`config.mk`:
```
export PLATFORM = sky130hd
export DESIGN_NAME = stack_machine_executor_unit
export DESIGN_NICKNAME = d
export VERILOG_FILES = /design/src/rtl/core/sme_pkg.sv /design/src/rtl/core/sme_ram.sv /design/src/rtl/core/sme_alu.sv /design/src/rtl/core/stack_machine_executor_unit.sv
export SDC_FILE = /design/constraint.sdc
export NUM_CORES = 2
export LEC_CHECK = 0
export BUFFER_PORTS_ARGS = -buffer_cell sky130_fd_sc_hd__clkbuf_2
export CORE_MARGIN = 2
export CORE_UTILIZATION = 40
export CTS_BUF_LIST = sky130_fd_sc_hd__clkbuf_16
export DETAILED_ROUTE_END_ITERATION = 10
export HOLD_SLACK_MARGIN = 0.08
export PLACE_DENSITY = 0.53
export SYNTH_ARGS = -nofsm -noshare
export SYNTH_HDL_FRONTEND = slang
export SYNTH_SLANG_ARGS = --single-unit
```
`constraint.sdc`:
```
create_clock -name clock -period 17.6 [get_ports clock]
set_input_delay 1.76 -clock clock [delete_from_list [all_inputs] [get_ports clock]]
set_output_delay 1.76 -clock clock [all_outputs]
set_load 0.1 [all_outputs]
```
`src/rtl/core/sme_pkg.sv`:
```
// Shared types, op codes, status codes and sizes for the stack machine executor.
package sme_pkg;

   localparam int SME_STACK_DEPTH = 64;
   localparam int SME_WORD_W      = 32;
   localparam int SME_OP_W        = 4;
   localparam int SME_STATUS_W    = 3;

   localparam logic [SME_WORD_W-1:0] SME_CHAR_MAX = 32'd255;

   // Instruction codes.
   localparam logic [SME_OP_W-1:0] OP_PUSH     = 4'd0;
   localparam logic [SME_OP_W-1:0] OP_POP      = 4'd1;
   localparam logic [SME_OP_W-1:0] OP_SWAP     = 4'd2;
   localparam logic [SME_OP_W-1:0] OP_ADD      = 4'd3;
   localparam logic [SME_OP_W-1:0] OP_SUB      = 4'd4;
   localparam logic [SME_OP_W-1:0] OP_MUL      = 4'd5;
   localparam logic [SME_OP_W-1:0] OP_DIV      = 4'd6;
   localparam logic [SME_OP_W-1:0] OP_MOD      = 4'd7;
   localparam logic [SME_OP_W-1:0] OP_PINT     = 4'd8;
   localparam logic [SME_OP_W-1:0] OP_PALL     = 4'd9;
   localparam logic [SME_OP_W-1:0] OP_PUT_CHAR = 4'd10;
   localparam logic [SME_OP_W-1:0] OP_NOP      = 4'd11;

   // Result status codes.
   localparam logic [SME_STATUS_W-1:0] ST_OK      = 3'd0;
   localparam logic [SME_STATUS_W-1:0] ST_EMPTY   = 3'd1;
   localparam logic [SME_STATUS_W-1:0] ST_SHORT   = 3'd2;
   localparam logic [SME_STATUS_W-1:0] ST_DIVZERO = 3'd3;
   localparam logic [SME_STATUS_W-1:0] ST_CHAR    = 3'd4;
   localparam logic [SME_STATUS_W-1:0] ST_FULL    = 3'd5;

   // Operations of the shared arithmetic unit.
   typedef logic [2:0] alu_kind_type;
   localparam alu_kind_type ALU_ADD = 3'd0;
   localparam alu_kind_type ALU_SUB = 3'd1;
   localparam alu_kind_type ALU_MUL = 3'd2;
   localparam alu_kind_type ALU_DIV = 3'd3;
   localparam alu_kind_type ALU_MOD = 3'd4;

   typedef struct packed {
      logic         start;
      alu_kind_type kind;
   } alu_ctl_type;

endpackage

```
`src/rtl/core/sme_ram.sv`:
```
// Generic single-write, single-read RAM with registered read data.
module sme_ram #(
   parameter int WIDTH = 32,
   parameter int DEPTH = 64
) (
   input  logic                     clock,
   input  logic                     wr_en,
   input  logic [$clog2(DEPTH)-1:0] wr_addr,
   input  logic [WIDTH-1:0]         wr_data,
   input  logic                     rd_en,
   input  logic [$clog2(DEPTH)-1:0] rd_addr,
   output logic [WIDTH-1:0]         rd_data
);

   logic [WIDTH-1:0] mem_ff [DEPTH];
   logic [WIDTH-1:0] rd_data_ff;

   always_ff @(posedge clock) begin
      if (wr_en) begin
         mem_ff[wr_addr] <= wr_data;
      end
      if (rd_en) begin
         rd_data_ff <= mem_ff[rd_addr];
      end
   end

   assign rd_data = rd_data_ff;

endmodule

```
`src/rtl/core/sme_alu.sv`:
```
// Shared arithmetic unit: add, sub and mul done in the cycle after start, bit-serial signed div and mod.
module sme_alu
   import sme_pkg::*;
(
   input  logic                  clock,
   input  logic                  reset,
   input  alu_ctl_type           ctl,
   input  logic [SME_WORD_W-1:0] a_val,
   input  logic [SME_WORD_W-1:0] b_val,
   output logic                  done,
   output logic [SME_WORD_W-1:0] result
);

   localparam int STEP_W = $clog2(SME_WORD_W);
   localparam logic [STEP_W-1:0] LAST_STEP = STEP_W'(SME_WORD_W - 1);

   logic                  busy_ff, busy_in;
   logic                  fix_ff, fix_in;
   logic                  done_ff, done_in;
   logic [STEP_W-1:0]     step_ff, step_in;
   logic [SME_WORD_W:0]   rem_ff, rem_in;
   logic [SME_WORD_W-1:0] quo_ff, quo_in;
   logic [SME_WORD_W-1:0] dvs_ff, dvs_in;
   logic                  neg_q_ff, neg_q_in;
   logic                  neg_r_ff, neg_r_in;
   logic                  is_mod_ff, is_mod_in;
   logic [SME_WORD_W-1:0] result_ff, result_in;

   logic [SME_WORD_W:0]   rem_shift;
   logic [SME_WORD_W:0]   rem_diff;

   always_comb begin
      busy_in   = busy_ff;
      fix_in    = fix_ff;
      done_in   = 1'b0;
      step_in   = step_ff;
      rem_in    = rem_ff;
      quo_in    = quo_ff;
      dvs_in    = dvs_ff;
      neg_q_in  = neg_q_ff;
      neg_r_in  = neg_r_ff;
      is_mod_in = is_mod_ff;
      result_in = result_ff;

      // One restoring division step: shift in the next dividend bit and try a subtract.
      rem_shift = {rem_ff[SME_WORD_W-1:0], quo_ff[SME_WORD_W-1]};
      rem_diff  = rem_shift - {1'b0, dvs_ff};

      if (ctl.start) begin
         case (ctl.kind)
            ALU_ADD: begin
               result_in = a_val + b_val;
               done_in   = 1'b1;
            end
            ALU_SUB: begin
               result_in = a_val - b_val;
               done_in   = 1'b1;
            end
            ALU_MUL: begin
               result_in = a_val * b_val;
               done_in   = 1'b1;
            end
            default: begin
               // Divide magnitudes and fix the signs at the end.
               neg_q_in  = a_val[SME_WORD_W-1] ^ b_val[SME_WORD_W-1];
               neg_r_in  = a_val[SME_WORD_W-1];
               is_mod_in = (ctl.kind == ALU_MOD);
               quo_in    = a_val[SME_WORD_W-1] ? (~a_val + 1'b1) : a_val;
               dvs_in    = b_val[SME_WORD_W-1] ? (~b_val + 1'b1) : b_val;
               rem_in    = '0;
               step_in   = '0;
               busy_in   = 1'b1;
            end
         endcase
      end else if (busy_ff) begin
         if (!rem_diff[SME_WORD_W]) begin
            rem_in = rem_diff;
            quo_in = {quo_ff[SME_WORD_W-2:0], 1'b1};
         end else begin
            rem_in = rem_shift;
            quo_in = {quo_ff[SME_WORD_W-2:0], 1'b0};
         end
         step_in = step_ff + 1'b1;
         if (step_ff == LAST_STEP) begin
            busy_in = 1'b0;
            fix_in  = 1'b1;
         end
      end else if (fix_ff) begin
         if (is_mod_ff) begin
            result_in = neg_r_ff ? (~rem_ff[SME_WORD_W-1:0] + 1'b1) : rem_ff[SME_WORD_W-1:0];
         end else begin
            result_in = neg_q_ff ? (~quo_ff + 1'b1) : quo_ff;
         end
         fix_in  = 1'b0;
         done_in = 1'b1;
      end
   end

   always_ff @(posedge clock) begin
      if (reset) begin
         busy_ff <= 1'b0;
         fix_ff  <= 1'b0;
         done_ff <= 1'b0;
      end else begin
         busy_ff <= busy_in;
         fix_ff  <= fix_in;
         done_ff <= done_in;
      end
      step_ff   <= step_in;
      rem_ff    <= rem_in;
      quo_ff    <= quo_in;
      dvs_ff    <= dvs_in;
      neg_q_ff  <= neg_q_in;
      neg_r_ff  <= neg_r_in;
      is_mod_ff <= is_mod_in;
      result_ff <= result_in;
   end

   assign done   = done_ff;
   assign result = result_ff;

endmodule

```
`src/rtl/core/stack_machine_executor_unit.sv`:
```
// Top level of the stack machine executor: sequencer, stack memory and shared arithmetic unit.
//
// The block executes one stack instruction per request transfer on a stack of up to
// STACK_DEPTH signed 32-bit words held in a single-port-read RAM, and takes one request at a
// time: req_ready is high only while the sequencer is idle. Every stack read goes through the
// RAM's one registered read port, so top and second are fetched on successive cycles, and all
// arithmetic runs through one shared unit. Pint and pchar end with the output transfer; div
// and mod run through the bit-serial divider that retires one quotient bit per cycle. Pall
// does one read and one result transfer per entry, from top to bottom, with rsp_last set on
// the bottom entry. Any failing instruction leaves the stack untouched and produces exactly
// one result transfer with value zero, the error status and rsp_last set. Results sit in an
// output register, so a new request can be taken while the previous result still waits for
// rsp_ready.
module stack_machine_executor_unit
   import sme_pkg::*;
#(
   parameter int STACK_DEPTH = SME_STACK_DEPTH
) (
   input  logic                           clock,
   input  logic                           reset,
   input  logic                           req_valid,
   output logic                           req_ready,
   input  logic [SME_OP_W-1:0]            req_op,
   input  logic signed [SME_WORD_W-1:0]   req_operand,
   output logic                           rsp_valid,
   input  logic                           rsp_ready,
   output logic signed [SME_WORD_W-1:0]   rsp_value,
   output logic [SME_STATUS_W-1:0]        rsp_status,
   output logic                           rsp_last
);

   localparam int ADDR_W = $clog2(STACK_DEPTH);
   localparam int CNT_W  = $clog2(STACK_DEPTH + 1);

   localparam logic [CNT_W-1:0] CNT_ONE  = CNT_W'(1);
   localparam logic [CNT_W-1:0] CNT_TWO  = CNT_W'(2);
   localparam logic [CNT_W-1:0] CNT_FULL = CNT_W'(STACK_DEPTH);

   // Sequencer states.
   localparam logic [3:0] S_IDLE     = 4'd0;
   localparam logic [3:0] S_DECODE   = 4'd1;
   localparam logic [3:0] S_RD_TOP   = 4'd2;
   localparam logic [3:0] S_GOT_TOP  = 4'd3;
   localparam logic [3:0] S_GOT_SEC  = 4'd4;
   localparam logic [3:0] S_EXEC     = 4'd5;
   localparam logic [3:0] S_SWAP2    = 4'd6;
   localparam logic [3:0] S_ALU_WAIT = 4'd7;
   localparam logic [3:0] S_PALL_RD  = 4'd8;
   localparam logic [3:0] S_PALL_GOT = 4'd9;
   localparam logic [3:0] S_EMIT     = 4'd10;

   logic [3:0]              state_ff, state_in;
   logic [SME_OP_W-1:0]     op_ff, op_in;
   logic [SME_WORD_W-1:0]   operand_ff, operand_in;
   logic [CNT_W-1:0]        count_ff, count_in;
   logic [SME_WORD_W-1:0]   top_ff, top_in;
   logic [SME_WORD_W-1:0]   second_ff, second_in;
   logic [ADDR_W-1:0]       idx_ff, idx_in;
   logic                    pall_ff, pall_in;
   logic [SME_WORD_W-1:0]   emit_value_ff, emit_value_in;
   logic [SME_STATUS_W-1:0] emit_status_ff, emit_status_in;
   logic                    emit_last_ff, emit_last_in;
   logic                    rsp_valid_ff, rsp_valid_in;
   logic [SME_WORD_W-1:0]   rsp_value_ff, rsp_value_in;
   logic [SME_STATUS_W-1:0] rsp_status_ff, rsp_status_in;
   logic                    rsp_last_ff, rsp_last_in;

   // Stack memory port signals.
   logic                  wr_en;
   logic [ADDR_W-1:0]     wr_addr;
   logic [SME_WORD_W-1:0] wr_data;
   logic                  rd_en;
   logic [ADDR_W-1:0]     rd_addr;
   logic [SME_WORD_W-1:0] rd_data;

   // Arithmetic unit signals.
   alu_ctl_type           alu_ctl;
   logic                  alu_done;
   logic [SME_WORD_W-1:0] alu_result;

   logic [CNT_W-1:0]  cnt_m1;
   logic [CNT_W-1:0]  cnt_m2;
   logic [ADDR_W-1:0] addr_top;
   logic [ADDR_W-1:0] addr_sec;
   logic [ADDR_W-1:0] addr_push;
   logic              out_free;

   assign cnt_m1    = count_ff - CNT_ONE;
   assign cnt_m2    = count_ff - CNT_TWO;
   assign addr_top  = cnt_m1[ADDR_W-1:0];
   assign addr_sec  = cnt_m2[ADDR_W-1:0];
   assign addr_push = count_ff[ADDR_W-1:0];

   // The output register can take a new result when it is empty or being drained.
   assign out_free  = !rsp_valid_ff || rsp_ready;
   assign req_ready = (state_ff == S_IDLE);

   always_comb begin
      state_in       = state_ff;
      op_in          = op_ff;
      operand_in     = operand_ff;
      count_in       = count_ff;
      top_in         = top_ff;
      second_in      = second_ff;
      idx_in         = idx_ff;
      pall_in        = pall_ff;
      emit_value_in  = emit_value_ff;
      emit_status_in = emit_status_ff;
      emit_last_in   = emit_last_ff;
      rsp_valid_in   = rsp_valid_ff;
      rsp_value_in   = rsp_value_ff;
      rsp_status_in  = rsp_status_ff;
      rsp_last_in    = rsp_last_ff;
      wr_en          = 1'b0;
      wr_addr        = '0;
      wr_data        = '0;
      rd_en          = 1'b0;
      rd_addr        = '0;
      alu_ctl.start  = 1'b0;
      alu_ctl.kind   = ALU_ADD;

      if (rsp_valid_ff && rsp_ready) begin
         rsp_valid_in = 1'b0;
      end

      case (state_ff)
         S_IDLE: begin
            if (req_valid) begin
               op_in      = req_op;
               operand_in = req_operand;
               state_in   = S_DECODE;
            end
         end

         S_DECODE: begin
            // Error results share one shape; only the status differs.
            emit_value_in = '0;
            emit_last_in  = 1'b1;
            pall_in       = 1'b0;
            state_in      = S_IDLE;
            case (op_ff)
               OP_PUSH: begin
                  if (count_ff == CNT_FULL) begin
                     emit_status_in = ST_FULL;
                     state_in       = S_EMIT;
                  end else begin
                     wr_en    = 1'b1;
                     wr_addr  = addr_push;
                     wr_data  = operand_ff;
                     count_in = count_ff + CNT_ONE;
                  end
               end
               OP_POP: begin
                  if (count_ff == '0) begin
                     emit_status_in = ST_EMPTY;
                     state_in       = S_EMIT;
                  end else begin
                     count_in = cnt_m1;
                  end
               end
               OP_SWAP, OP_ADD, OP_SUB, OP_MUL, OP_DIV, OP_MOD: begin
                  if (count_ff < CNT_TWO) begin
                     emit_status_in = ST_SHORT;
                     state_in       = S_EMIT;
                  end else begin
                     state_in = S_RD_TOP;
                  end
               end
               OP_PINT, OP_PUT_CHAR: begin
                  if (count_ff == '0) begin
                     emit_status_in = ST_EMPTY;
                     state_in       = S_EMIT;
                  end else begin
                     state_in = S_RD_TOP;
                  end
               end
               OP_PALL: begin
                  // An empty stack prints nothing at all.
                  if (count_ff != '0) begin
                     idx_in   = addr_top;
                     state_in = S_PALL_RD;
                  end
               end
               default: begin
                  state_in = S_IDLE;
               end
            endcase
         end

         S_RD_TOP: begin
            rd_en    = 1'b1;
            rd_addr  = addr_top;
            state_in = S_GOT_TOP;
         end

         S_GOT_TOP: begin
            top_in         = rd_data;
            emit_value_in  = rd_data;
            emit_status_in = ST_OK;
            emit_last_in   = 1'b1;
            pall_in        = 1'b0;
            if (op_ff == OP_PINT) begin
               state_in = S_EMIT;
            end else if (op_ff == OP_PUT_CHAR) begin
               // The range test is unsigned, so negative values fail as well.
               if (rd_data > SME_CHAR_MAX) begin
                  emit_value_in  = '0;
                  emit_status_in = ST_CHAR;
               end
               state_in = S_EMIT;
            end else begin
               rd_en    = 1'b1;
               rd_addr  = addr_sec;
               state_in = S_GOT_SEC;
            end
         end

         S_GOT_SEC: begin
            second_in = rd_data;
            state_in  = S_EXEC;
         end

         S_EXEC: begin
            case (op_ff)
               OP_SWAP: begin
                  wr_en    = 1'b1;
                  wr_addr  = addr_top;
                  wr_data  = second_ff;
                  state_in = S_SWAP2;
               end
               OP_ADD: begin
                  alu_ctl.start = 1'b1;
                  alu_ctl.kind  = ALU_ADD;
                  state_in      = S_ALU_WAIT;
               end
               OP_SUB: begin
                  alu_ctl.start = 1'b1;
                  alu_ctl.kind  = ALU_SUB;
                  state_in      = S_ALU_WAIT;
               end
               OP_MUL: begin
                  alu_ctl.start = 1'b1;
                  alu_ctl.kind  = ALU_MUL;
                  state_in      = S_ALU_WAIT;
               end
               OP_DIV, OP_MOD: begin
                  if (top_ff == '0) begin
                     emit_value_in  = '0;
                     emit_status_in = ST_DIVZERO;
                     emit_last_in   = 1'b1;
                     pall_in        = 1'b0;
                     state_in       = S_EMIT;
                  end else begin
                     alu_ctl.start = 1'b1;
                     alu_ctl.kind  = (op_ff == OP_DIV) ? ALU_DIV : ALU_MOD;
                     state_in      = S_ALU_WAIT;
                  end
               end
               default: begin
                  state_in = S_IDLE;
               end
            endcase
         end

         S_SWAP2: begin
            wr_en    = 1'b1;
            wr_addr  = addr_sec;
            wr_data  = top_ff;
            state_in = S_IDLE;
         end

         S_ALU_WAIT: begin
            if (alu_done) begin
               wr_en    = 1'b1;
               wr_addr  = addr_sec;
               wr_data  = alu_result;
               count_in = cnt_m1;
               state_in = S_IDLE;
            end
         end

         S_PALL_RD: begin
            rd_en    = 1'b1;
            rd_addr  = idx_ff;
            state_in = S_PALL_GOT;
         end

         S_PALL_GOT: begin
            emit_value_in  = rd_data;
            emit_status_in = ST_OK;
            emit_last_in   = (idx_ff == '0);
            pall_in        = 1'b1;
            state_in       = S_EMIT;
         end

         S_EMIT: begin
            if (out_free) begin
               rsp_valid_in  = 1'b1;
               rsp_value_in  = emit_value_ff;
               rsp_status_in = emit_status_ff;
               rsp_last_in   = emit_last_ff;
               if (pall_ff && (idx_ff != '0)) begin
                  idx_in   = idx_ff - 1'b1;
                  state_in = S_PALL_RD;
               end else begin
                  state_in = S_IDLE;
               end
            end
         end

         default: begin
            state_in = S_IDLE;
         end
      endcase
   end

   always_ff @(posedge clock) begin
      if (reset) begin
         state_ff     <= S_IDLE;
         count_ff     <= '0;
         rsp_valid_ff <= 1'b0;
      end else begin
         state_ff     <= state_in;
         count_ff     <= count_in;
         rsp_valid_ff <= rsp_valid_in;
      end
      op_ff          <= op_in;
      operand_ff     <= operand_in;
      top_ff         <= top_in;
      second_ff      <= second_in;
      idx_ff         <= idx_in;
      pall_ff        <= pall_in;
      emit_value_ff  <= emit_value_in;
      emit_status_ff <= emit_status_in;
      emit_last_ff   <= emit_last_in;
      rsp_value_ff   <= rsp_value_in;
      rsp_status_ff  <= rsp_status_in;
      rsp_last_ff    <= rsp_last_in;
   end

   sme_ram #(
      .WIDTH (SME_WORD_W),
      .DEPTH (STACK_DEPTH)
   ) u_stack_ram (
      .clock   (clock),
      .wr_en   (wr_en),
      .wr_addr (wr_addr),
      .wr_data (wr_data),
      .rd_en   (rd_en),
      .rd_addr (rd_addr),
      .rd_data (rd_data)
   );

   // Second element is the left operand, top is the right one.
   sme_alu u_alu (
      .clock  (clock),
      .reset  (reset),
      .ctl    (alu_ctl),
      .a_val  (second_ff),
      .b_val  (top_ff),
      .done   (alu_done),
      .result (alu_result)
   );

   assign rsp_valid  = rsp_valid_ff;
   assign rsp_value  = rsp_value_ff;
   assign rsp_status = rsp_status_ff;
   assign rsp_last   = rsp_last_ff;

endmodule

```
==> flow_metrics.env <==
export IMPL_final_cell_area_um2=132000
export IMPL_fp_coreArea_um2=293000
export IMPL_hold_buffers=0
export IMPL_cts_max_path_buffers=4
export IMPL_grt_pass1_vias=76487
export IMPL_drive_gt1_share_pct=8.26
export IMPL_ir_drop_v=0.000150
export IMPL_syn_cell_area_um2=118000
export IMPL_synth_cell_types=75
export IMPL_place_gp_congestion=0.887
export IMPL_hold_class="reg -> reg"
export IMPL_clock_sinks=2410
export IMPL_synthToLayoutAreaGrowth_pct=11.9
export IMPL_endpoint_kind="register"
export IMPL_outcome="finished clean"
export IMPL_worst_slew_pin_slew_ns=1.41
export IMPL_synth_edf_count=2395
export IMPL_r2r_cells=23
export IMPL_antenna_found_initial=22
export IMPL_cap_violations=0
export IMPL_clock_skew_ns=0.0576
export IMPL_max_freq_ghz=0.126
export IMPL_rows=199
export IMPL_wl_um=370000
export IMPL_ys_warn_count=0
export IMPL_hold_path_depth=0
export IMPL_drtAntennaViolNets=0
export IMPL_root_buffer="clkbuf_16"
export IMPL_clk_pin_slew_ns=0.06
export IMPL_cts_resized_gates=0
export IMPL_power_leakage_nw=46.9
export IMPL_slew_headroom_pct=5.42
export IMPL_hold_violations=0
export IMPL_detailed_place_area_um2=123000
export IMPL_syn_nets=10545
export IMPL_postCtsSetupBuffers=0
export IMPL_start_util_pct=40.1
export IMPL_stdcell_count=13964
export IMPL_die_h_um=546
export IMPL_clk_latency_ns=0.89
export IMPL_fp_dieW_um=546
export IMPL_syn_inst=9895
export IMPL_worstReg2RegStart="top_ff[16]$_DFFE_PP_"
export IMPL_grt_use_total_pct=24.2
export IMPL_crit_type="reg -> reg"
export IMPL_finalMaxSlewViolations=0
export IMPL_dr_pass1_iters=9
export IMPL_cts_max_level=5
export IMPL_critPathRequiredTime_ns=18.18
export IMPL_grt_pass1_wl_um=534000
export IMPL_drc_errors=0
export IMPL_power_density_nw_per_um2=111
export IMPL_cts_tree="done"
export IMPL_vias=79347
export IMPL_port_buffer_count=77
export IMPL_rrSetupSlack_ns=9.63
export IMPL_async_flop_share_pct=0
export IMPL_min_period_ns=7.97
export IMPL_syn_avg_cell_area_um2=11.9
export IMPL_finalSetupViolations=0
export IMPL_dieArea_um2=298000
export IMPL_dpl_cell_count=13473
export IMPL_place_hpwl_um=210000
export IMPL_cts_made_buffers=275
export IMPL_ys_ff_latch=2410
export IMPL_worst_path_max_fanout=23
export IMPL_cp_arrival_ns=8.55
export IMPL_synth_main_ff_cell="edfxtp_1"
export IMPL_rsz0062_at_grt="no"
export IMPL_final_setup_tns_ns=0
export IMPL_hold_start="emit_value_ff[15]$_DFFE_PP_"
export IMPL_grt_start_max_net_pins=161
export IMPL_rr_endpoint="u_alu.result[31]$_DFFE_PP_"
export IMPL_synth_yosys_seq_area_share_pct=61.4
export IMPL_post_drt_wl_per_cell_um=26.5
export IMPL_nets=10481
export IMPL_period_share_pct=45.3
export IMPL_first_iter_violations=9183
export IMPL_critPathLaunchType="register"
export IMPL_min_to="rsp_value[15]$_DFFE_PP_"
export IMPL_via_per_inst=5.68
export IMPL_io_pin_count=78
export IMPL_overflow=0
cell families (layout without fill, tap and decap cells):
family / Yosys count / in the layout / synth area share (%)
XOR/XNOR: 295 / 295 / 2.20
adder cells (fa/ha/maj): 610 / 610 / 9.11
AO/OA/AOI/OAI: 1295 / 1295 / 7.83
buffers and inverters: 1114 / 1255 / 3.60
multiplexers: 35 / 35 / 0.299
other: 0 / 9 / 0
AND/OR/NAND/NOR: 4136 / 4136 / 15.6
flip-flops: 2410 / 2410 / 61.4
critical path: stages (launching register included):
cell and delay (ns):
edfxtp_1 1.10, and2_1 0.26, fa_1 0.44, fa_1 0.52, inv_1 0.05, fa_1 0.48, inv_1 0.05, fa_1 0.40
fa_1 0.47, fa_1 0.60, fa_1 0.47, fa_1 0.46, ha_1 0.37, nand2_1 0.12, nand2_1 0.06, a21oi_1 0.26
o211ai_1 0.15, a21oi_1 0.37, o21ai_0 0.25, a221oi_1 0.35, xnor2_1 0.18, nand2_1 0.09, o21ai_0 0.11, o21ai_0 0.09
cell usage in the layout (no fill, tap or decap), types with 114 or more instances in the layout:
cell type,netlist,final
clkbuf_16,0,287
a211oi_1,119,114
a31oi_1,146,146
a21oi_1,249,245
and3_1,281,281
inv_1,443,498
and2_1,329,326
nor2_1,216,151
xor2_1,122,122
fa_1,410,410
buf_4,2,242
edfxtp_1,2395,2395
ha_1,200,200
o21ai_0,149,148
xnor2_1,173,173
nand2_1,2548,2514
a311oi_1,389,389
nand3_1,535,535
state kept, by name, indices dropped and copies added (netlist names), 3 cells and up:
| name | count |
|---|---|
| u_stack_ram.mem_ff | 2048 |
| emit_value_ff | 32 |
| operand_ff | 32 |
| rsp_value | 32 |
| second_ff | 32 |
| top_ff | 32 |
| u_alu.dvs_ff | 32 |
| u_alu.quo_ff | 32 |
| u_alu.rem_ff | 32 |
| u_alu.result | 32 |
| u_stack_ram.rd_data | 32 |
| count_ff | 7 |
| idx_ff | 6 |
| u_alu.step_ff | 5 |
| op_ff | 4 |
| state_ff | 4 |
| emit_status_ff | 3 |
| rsp_status | 3 |
routing by layer:
layer / wire length (um) / up-vias / GRT usage (%) / share of wire, %
li1: - / 35135 / - / -
met3: 30300 / 535 / 3.86 / 8.2
met4: 10900 / 4 / 7.04 / 2.9
met1: 159000 / 40427 / 34.3 / 43
met2: 170000 / 3246 / 38.3 / 46
met5: 27 / - / 0 / 0.0073
through the flow:
step | setup slack [ns] | hold WS (ns) | utilization [%] | power, mW
4_1_cts | 9.68 | 0.418 | 44.9 | 14.6
3_5_place_dp | 9.73 | 0.405 | 42.0 | 9.16
2_1_floorplan | 10.50 | 0.400 | - | 8.29
6_report | 9.63 | 0.412 | 44.9 | 14.6
3_3_place_gp | 9.75 | 0.406 | 42.0 | 9.16
5_1_grt | 9.38 | 0.430 | 44.9 | 15.1
cells in the mapped netlist (all sizes together), types with 33 or more instances:
cell	number	area, um2
a311oi	389	3410
a31oi	146	913
clkbuf	587	2200
fa	410	8210
edfxtp	2395	71900
xor2	122	1070
mux2i	34	340
o21ai	151	756
buf	84	369
nor3	41	216
and2	329	2060
a21o	37	278
nand2	2548	9560
xnor2	173	1520
o31ai	44	330
a211oi	119	893
and3	281	1760
nor2b	53	332
nand3	535	2680
nor2	216	811
or3	36	230
inv	443	1660
a21oi	249	1250
ha	200	2500
a222oi	33	330
power by group:
part | leakage, nW | switching [mW] | total, mW | internal [mW]
combinational | 23.6 | 1.75 | 2.76 | 1.01
sequential | 18.9 | 0.0426 | 6.34 | 6.29
clock | 4.37 | 2.32 | 5.46 | 3.14
total | 46.9 | 4.12 | 14.6 | 10.4
worst max-delay path by stage:
stage	startpoint	to	slack [ns]
after floorplan	top_ff[5]$_DFFE_PP_	u_alu.result[31]$_DFFE_PP_	10.50
after global routing	top_ff[16]$_DFFE_PP_	u_alu.result[31]$_DFFE_PP_	9.38
final	top_ff[16]$_DFFE_PP_	u_alu.result[31]$_DFFE_PP_	9.63
after detailed placement	top_ff[16]$_DFFE_PP_	u_alu.result[31]$_DFFE_PP_	9.73
after CTS	top_ff[16]$_DFFE_PP_	u_alu.result[31]$_DFFE_PP_	9.68
after global placement	second_ff[10]$_DFFE_PP_	u_alu.result[31]$_DFFE_PP_	9.75
cell type report:
cell class	count	area, um2
fillers	26783	162000
flip-flops and latches	2410	72200
multi-input cells	6371	41900
clock buffers	287	7180
well taps	3919	4900
repair buffers	330	2420
inverters	443	1660
clock inverters	195	1300
diodes	9	22.5
No activity file was read; power rests on OpenSTA's default activity.
